File: src/rtl/core/assert_macros.svh
// Assertion macros used by button_click_classifier.sv. Each use stands on a line of its own.
`ifndef ASSERT_MACROS_SVH
`define ASSERT_MACROS_SVH

// Implication checked at every rising edge of aclk, suspended while in reset.
`define ASSERT_CLK(label, prop, msg) \
    label: assert property (@(posedge aclk) disable iff (!aresetn) (prop)) else $error(msg);

// Implication whose consequent is checked in the cycle after the antecedent.
`define ASSERT_NEXT(label, ante, cons, msg) \
    label: assert property (@(posedge aclk) disable iff (!aresetn) (ante) |=> (cons)) \
        else $error(msg);

`endif

File: src/rtl/core/bcc_pkg.sv
`default_nettype none

package bcc_pkg;

    localparam int unsigned TIME_W = 32;
    localparam int unsigned CFG_W  = 16;
    localparam int unsigned ADDR_W = 2;

    typedef logic [ADDR_W-1:0] cfg_addr_t;

    // Register indexes on the configuration port.
    localparam cfg_addr_t REG_DEBOUNCE     = 2'd0;
    localparam cfg_addr_t REG_LONG_PRESS   = 2'd1;
    localparam cfg_addr_t REG_DOUBLE_CLICK = 2'd2;

    // Values after reset.
    localparam logic [CFG_W-1:0] DEBOUNCE_RESET     = 16'd200;
    localparam logic [CFG_W-1:0] LONG_PRESS_RESET   = 16'd600;
    localparam logic [CFG_W-1:0] DOUBLE_CLICK_RESET = 16'd400;

    typedef struct packed {
        logic [CFG_W-1:0] debounce_ms;
        logic [CFG_W-1:0] long_press_ms;
        logic [CFG_W-1:0] click_gap_ms;
    } cfg_t;

    typedef struct packed {
        logic [TIME_W-1:0] press_stamp;
        logic [TIME_W-1:0] release_stamp;
        logic [TIME_W-1:0] click_stamp;
        logic              held_flag;
        logic              click_waiting;
    } state_t;

    // Declared from the top bit down, so that ignored sits in bit 0.
    typedef struct packed {
        logic button_down;
        logic long_press;
        logic double_click;
        logic release_event;
        logic press_event;
        logic ignored;
    } result_t;

    localparam int unsigned RESULT_W = $bits(result_t);

endpackage

`default_nettype wire

File: src/rtl/core/bcc_classify.sv
`default_nettype none

// Classifies one button edge against the stored stamps and gives the
// result together with the state that follows it.
module bcc_classify (
    input  wire logic                       pin_level,
    input  wire logic [bcc_pkg::TIME_W-1:0] time_ms,
    input  wire bcc_pkg::cfg_t              cfg,
    input  wire bcc_pkg::state_t            state,
    output bcc_pkg::result_t                result,
    output bcc_pkg::state_t                 state_next
);

    logic [bcc_pkg::TIME_W-1:0] since_press;
    logic [bcc_pkg::TIME_W-1:0] since_release;
    logic [bcc_pkg::TIME_W-1:0] since_click;
    logic                       press_too_soon;
    logic                       release_too_soon;
    logic                       in_window;
    logic                       held_long;

    // Differences wrap modulo 2^32, exactly as the tick counter does.
    assign since_press      = time_ms - state.press_stamp;
    assign since_release    = time_ms - state.release_stamp;
    assign since_click      = time_ms - state.click_stamp;
    assign press_too_soon   = since_press < {16'd0, cfg.debounce_ms};
    assign release_too_soon = since_release < {16'd0, cfg.debounce_ms};
    assign in_window        = since_click <= {16'd0, cfg.click_gap_ms};
    assign held_long        = since_press >= {16'd0, cfg.long_press_ms};

    always_comb begin
        state_next = state;
        result     = '0;
        if (pin_level) begin
            if (press_too_soon) begin
                result.ignored = 1'b1;
            end else begin
                state_next.press_stamp = time_ms;
                state_next.held_flag   = 1'b1;
                result.press_event     = 1'b1;
                if (state.click_waiting && in_window) begin
                    result.double_click      = 1'b1;
                    state_next.click_waiting = 1'b0;
                end else begin
                    state_next.click_waiting = 1'b1;
                    state_next.click_stamp   = time_ms;
                end
            end
        end else begin
            if (release_too_soon) begin
                result.ignored = 1'b1;
            end else begin
                state_next.release_stamp = time_ms;
                state_next.held_flag     = 1'b0;
                result.release_event     = 1'b1;
                if (held_long) begin
                    result.long_press        = 1'b1;
                    state_next.click_waiting = 1'b0;
                end
            end
        end
        result.button_down = state_next.held_flag;
    end

endmodule

`default_nettype wire

File: src/rtl/core/button_click_classifier.sv
// Button click classifier. Every item on the input stream is one button edge:
// s_tuser carries the sampled pin level (1 pressed, 0 released) and s_tdata the
// free-running millisecond tick count at that edge, which may wrap. For every
// item exactly one result item leaves on the output stream, in order, with
// six flags: ignored (the edge came within debounce_ms of the last accepted
// edge of the same kind), press_event, release_event, double_click (a press
// within click_gap_ms of a waiting click), long_press (a release at least
// long_press_ms after the last accepted press, which also cancels the waiting
// click) and button_down, the debounced level after the edge. The block takes
// one item per clock cycle as long as the output is not stalled. An accepted
// item is held in the input register and classified from there, and its
// result is loaded into the result register and offered from it. The
// classification of each item, which updates the stamps seen by the next, is
// done combinationally between the two registers. A stall on the output
// holds the result register, and once the input register is full as well,
// s_tready falls. The three timing registers are written through cfg_we,
// cfg_addr and cfg_wdata, and are to be changed only while no item is in
// flight; after reset they hold 200, 600 and 400 ms, and all stamps are zero,
// so an edge earlier than debounce_ms after tick zero is ignored.
`default_nettype none

`include "assert_macros.svh"

module button_click_classifier (
    input  wire logic                           aclk,
    input  wire logic                           aresetn,

    // Configuration write port.
    input  wire logic                           cfg_we,
    input  wire logic [bcc_pkg::ADDR_W-1:0]     cfg_addr,
    input  wire logic [bcc_pkg::CFG_W-1:0]      cfg_wdata,

    // Input stream of button edges.
    input  wire logic                           s_tvalid,
    output logic                                s_tready,
    input  wire logic [bcc_pkg::TIME_W-1:0]     s_tdata,  // [31:0] time_ms
    input  wire logic                           s_tuser,  // [0] pin_level

    // Result stream.
    output logic                                m_tvalid,
    input  wire logic                           m_tready,
    // [0] ignored, [1] press_event, [2] release_event, [3] double_click,
    // [4] long_press, [5] button_down, [7:6] zero
    output logic [7:0]                          m_tdata
);

    // Input register.
    logic                       in_valid_reg;
    logic                       in_level_reg;
    logic [bcc_pkg::TIME_W-1:0] in_time_reg;

    // Result register.
    logic                       out_valid_reg;
    bcc_pkg::result_t           result_reg;

    // Timing registers and classifier state.
    bcc_pkg::cfg_t              cfg_reg;
    bcc_pkg::state_t            state_reg;

    bcc_pkg::result_t           result_next;
    bcc_pkg::state_t            state_next;

    logic                       advance;
    logic                       s_accept;

    // An item moves from the input register to the result register whenever
    // the result register is empty or is being emptied in this cycle. The
    // state is committed at the same moment, so the item behind sees it.
    assign advance  = in_valid_reg && (!out_valid_reg || m_tready);
    assign s_tready = !in_valid_reg || advance;
    assign s_accept = s_tvalid && s_tready;

    bcc_classify u_classify (
        .pin_level  (in_level_reg),
        .time_ms    (in_time_reg),
        .cfg        (cfg_reg),
        .state      (state_reg),
        .result     (result_next),
        .state_next (state_next)
    );

    always_ff @(posedge aclk) begin
        if (!aresetn) begin
            in_valid_reg  <= 1'b0;
            out_valid_reg <= 1'b0;
            state_reg     <= '0;
            cfg_reg.debounce_ms   <= bcc_pkg::DEBOUNCE_RESET;
            cfg_reg.long_press_ms <= bcc_pkg::LONG_PRESS_RESET;
            cfg_reg.click_gap_ms  <= bcc_pkg::DOUBLE_CLICK_RESET;
        end else begin
            if (s_accept) begin
                in_valid_reg <= 1'b1;
            end else if (advance) begin
                in_valid_reg <= 1'b0;
            end

            if (advance) begin
                out_valid_reg <= 1'b1;
                state_reg     <= state_next;
            end else if (m_tready) begin
                out_valid_reg <= 1'b0;
            end

            // Writes to an index beyond the list have no effect.
            if (cfg_we) begin
                unique case (cfg_addr)
                    bcc_pkg::REG_DEBOUNCE:     cfg_reg.debounce_ms   <= cfg_wdata;
                    bcc_pkg::REG_LONG_PRESS:   cfg_reg.long_press_ms <= cfg_wdata;
                    bcc_pkg::REG_DOUBLE_CLICK: cfg_reg.click_gap_ms  <= cfg_wdata;
                    default: begin
                    end
                endcase
            end
        end
    end

    // Payload registers carry no reset.
    always_ff @(posedge aclk) begin
        if (s_accept) begin
            in_level_reg <= s_tuser;
            in_time_reg  <= s_tdata;
        end
        if (advance) begin
            result_reg <= result_next;
        end
    end

    assign m_tvalid = out_valid_reg;
    assign m_tdata  = {2'b00, result_reg};

    // A result with an event flag is never marked ignored, and the secondary
    // flags only ride on their own kind of event.
    `ASSERT_CLK(a_ignored_clean, out_valid_reg && result_reg.ignored |-> result_reg[4:1] == 4'd0, "ignored item carries event flags")
    `ASSERT_CLK(a_double_on_press, out_valid_reg && result_reg.double_click |-> result_reg.press_event, "double click without press")
    `ASSERT_CLK(a_long_on_release, out_valid_reg && result_reg.long_press |-> result_reg.release_event, "long press without release")
    // The debounced level shown must match the state committed with it.
    `ASSERT_NEXT(a_level_matches_state, advance, result_reg.button_down == state_reg.held_flag, "button_down differs from held state")
    // An accepted press always leaves a click waiting or reports a double click.
    `ASSERT_NEXT(a_press_click, advance && result_next.press_event, state_reg.click_waiting || result_reg.double_click, "press left no click state")

endmodule

`default_nettype wire

File: config.mk
export PLATFORM = sky130hd
export DESIGN_NAME = button_click_classifier
export DESIGN_NICKNAME = d
export VERILOG_FILES = /design/src/rtl/core/bcc_pkg.sv /design/src/rtl/core/bcc_classify.sv /design/src/rtl/core/button_click_classifier.sv
export VERILOG_INCLUDE_DIRS = /design/src /design/src/rtl/core
export SDC_FILE = /design/constraint.sdc
export NUM_CORES = 1
export LEC_CHECK = 0
export BUFFER_PORTS_ARGS = -buffer_cell sky130_fd_sc_hd__buf_2
export CORE_MARGIN = 1
export CORE_UTILIZATION = 69
export DETAILED_ROUTE_END_ITERATION = 6
export GPL_TIMING_DRIVEN = 0
export PLACE_DENSITY = 0.95
export SLEW_MARGIN = 10
export SYNTH_ARGS = -nofsm -noshare
export SYNTH_HDL_FRONTEND = slang
export SYNTH_HIERARCHICAL = 1
export SYNTH_SLANG_ARGS = --single-unit
export TNS_END_PERCENT = 20
File: constraint.sdc
create_clock -name aclk -period 7.73 [get_ports aclk]
set_input_delay 0 -clock aclk [delete_from_list [all_inputs] [get_ports aclk]]
set_output_delay 0 -clock aclk [all_outputs]
set_load 0.05 [all_outputs]
==> run_results.csv <==
group,metric,value,unit
run_status,status,"finished with violations",
run_status,violations,"DRC",
synthesis,syn_inst,1929,
cts,hold_buffers,52,
pwr,power,2970,µW
synthesis,yosysSeqAreaShare,27.0,%
cts,cts_tree,"done",
synthesis,syn_area_per_cell,7.93,µm²
setup_path,slowest_delay,710,ps
layout,final_net_count,2278,
floorplanning,start_util,70.3,%
setup_path,cp.required,8040,ps
pwr,peakVddDrop,0.143,mV
cts,htree_levels,4,
min_path,min_path_type,"in -> reg",
grt,grt_pass1_wl,77500,µm
setup_path,critPathLaunchType,"register",
drt,drt_wl_total,50600,µm
sta,slew_headroom,29.8,%
place,preCtsSetupSlack,1770,ps
grt,grt-ovfl-total,0,
run,cap_violations,0,
floorplanning,die-height,151,µm
sta,hold_violations,0,
sta,max_freq,153,MHz
drt,drtIter0Drc,2105,
cts,clock-sinks,187,
sta,setup_viol,0,
cts,ctsResizeCount,0,
floorplanning,die-area,22800,µm²
synthesis,synth_edf_count,39,
synthesis,synth_top_flop_cell,"dfxtp_1",
floorplanning,rows,54,
cts,numCtsBuffers,17,
sta,rsz0062_at_grt,"false",
place,dp_hpwl,34900,µm
layout,largest_reg_flops,98,
sta,finalCritPeriodShare,84.7,%
floorplanning,core-area,21800,µm²
floorplanning,io_pins,66,
setup_path,path_class,"reg -> reg",
layout,area_growth_syn_to_layout,12.1,%
pwr,p_leak,0.00693,µW
sta,worstMarginPinSlew,1030,ps
synthesis,synth_top_cells_by_area,"dfxtp_1 (19%), ha_1 (13%), nand2_1 (9.1%)",
setup_path,end_kind,"register",
cts,post_cts_buffers,0,
synthesis,ys_seq_elements,187,
sta,postLayoutSetupSlackWorst,1180,ps
floorplanning,fp.dieW,151,µm
sta,fin_crit,6550,ps
place,place.gp.congestion,0.989,
synthesis,yosysTopAreaCellShare,19.4,%
sta,setup_tns,0,ps
sta,maxSlewViolCount,0,
setup_path,arrival,6860,ps
setup_path,crit_fanout,10,
synthesis,yosysMostFrequentCell,"nand2_1",
drt,vias_per_cell,6.65,
synthesis,synth-async-reset-ratio,0,%
setup_path,critPathSlowestCell,"nor4_1",
cts,clockBufferDepth,2,
grt,grtUsageTotal,44.4,%
grt,antenna_found_initial,3,
drt,wire_per_inst,21.4,µm
setup_path,worstPathCellList,"inv_1 > ha_1 > fa_1 > nand2b_1 > a21oi_1 > o21a_1 > o21ai_1 > xnor2_1 > ha_1 > nor2b_1 > o21ai_0 > nand3b_1 > a221oi_1 > o22ai_1 > nor4_1 > nand4_1 > nor4_1 > nor2b_1 > buf_6 > buf_6 > mux2_4 > nand2_1 > mux2i_1",
synthesis,synth.distinct_cells,80,
drt,postRouteAntennaNets,0,
cts,clkSlewWorstSetupHoldPaths,70,ps
layout,drive_above_1_share,9.34,%
grt,grt_pass1_vias,15144,
cts,cts-root-buf,"clkbuf_16",
synthesis,synth_top_cell_by_area,"dfxtp_1",
synthesis,synth_common_cells,"nand2_1 (371), inv_1 (160), ha_1 (155), dfxtp_1 (148), mux2i_1 (114)",
place,portBuffers,62,
sta,skew,27.3,ps
pwr,power_density,173,nW/µm²
drt,via_count,15688,
synthesis,synth_area,15300,µm²
cts,clk_latency,460,ps
drt,drc,1,
grt,grt_max_degree,20,
synthesis,yosys_warnings,6,
drt,first_pass_iters,7,
power breakdown:
part           internal, µW  switching (µW)  total (µW)
Combinational           365             546         911
Clock                   537             435         972
Sequential             1040            52.4        1090
Total                  1940            1030        2970
through the flow:
step,area [µm²],instances,hold slack (ps),util [%]
after global placement,16000,2272,177,73.4
after detailed placement,16000,2273,178,73.5
after global routing,17200,2357,176,78.8
after CTS,17200,2357,116,78.8
final,17200,2358,175,78.9
after floorplan,15300,1930,98.9,-
cell families (layout without fill, tap and decap cells):
group	count (synthesis)	after routing	synth area share, %
xor gates and xnor gates	75	75	4.29
DFF	187	187	27.0
adders and majority gates	158	158	13.1
buffers and inverters	267	414	7.56
muxes	150	150	10.8
AOI/OAI and AO/OA	467	467	19.0
other	1	3	0.0245
and+or+nand+nor	624	624	18.2
routing by layer:
metal	vias to the layer above	GRT usage [%]	share of wire, %
met1	7259	51.9	37
met5	-	0	0.026
met3	329	11.1	11
met4	2	29.7	7.2
li1	7027	-	-
met2	1071	71.7	46
layout make-up:
| cell class | count | area (µm²) |
|---|---|---|
| multi-input combinational | 1476 | 10000 |
| fill | 1404 | 4600 |
| sequential | 187 | 4130 |
| timing repair buffer | 115 | 858 |
| inverter | 160 | 601 |
| buffer | 107 | 557 |
| clock buffer | 24 | 547 |
| tap | 280 | 350 |
| clock inverter | 8 | 88.8 |
| antenna | 1 | 2.50 |
cells in the final DEF, fill, tap and decap left out, types with 6 or more instances in the layout:
master | Yosys | routed
nand3_1 | 62 | 62
o21a_1 | 32 | 32
nand4_1 | 34 | 34
buf_4 | 12 | 12
nor4_1 | 8 | 8
mux2i_1 | 114 | 114
a21o_1 | 40 | 40
nor2_1 | 56 | 56
and3_1 | 13 | 13
nand2_1 | 371 | 371
clkbuf_1 | 55 | 57
xnor2_1 | 42 | 42
xor2_1 | 33 | 33
o21bai_1 | 12 | 12
a21oi_1 | 110 | 110
a31oi_1 | 19 | 19
mux2_4 | 29 | 29
ha_1 | 155 | 155
edfxtp_1 | 39 | 39
buf_2 | 31 | 93
and2_1 | 8 | 7
clkbuf_16 | 0 | 21
a211oi_1 | 9 | 9
o211ai_1 | 6 | 6
inv_1 | 160 | 160
nor3_1 | 17 | 17
buf_6 | 8 | 8
nand2b_1 | 10 | 10
dlygate4sd3_1 | 0 | 52
o31ai_1 | 6 | 6
o21ai_0 | 104 | 104
dfxtp_1 | 148 | 148
a2111oi_0 | 7 | 7
nor2b_1 | 19 | 19
o2111ai_1 | 7 | 7
o21ai_1 | 59 | 59
path summary, 6_finish.rpt:
path,depth (start not counted),to,slack [ps],from
max,23,state_reg[20]$_SDFFE_PN0P_,1180,in_time_reg[0]$_DFFE_PP_
min,5,cfg_reg[38]$_SDFFE_PN1P_,170,cfg_addr[1]
max reg2reg,23,state_reg[20]$_SDFFE_PN0P_,1180,in_time_reg[0]$_DFFE_PP_
min reg2reg,2,state_reg[73]$_SDFFE_PN0P_,460,state_reg[73]$_SDFFE_PN0P_
worst max-delay path: cells and delay by family (launching register included):
family / cells / cell delay, ps
compound gates: 6 / 1590
xor+xnor: 1 / 320
fa+ha+maj: 3 / 1000
buf+inv: 3 / 540
flops: 1 / 550
mux: 2 / 450
simple gates: 8 / 1940
No activity file was read; power rests on OpenSTA's default activity.
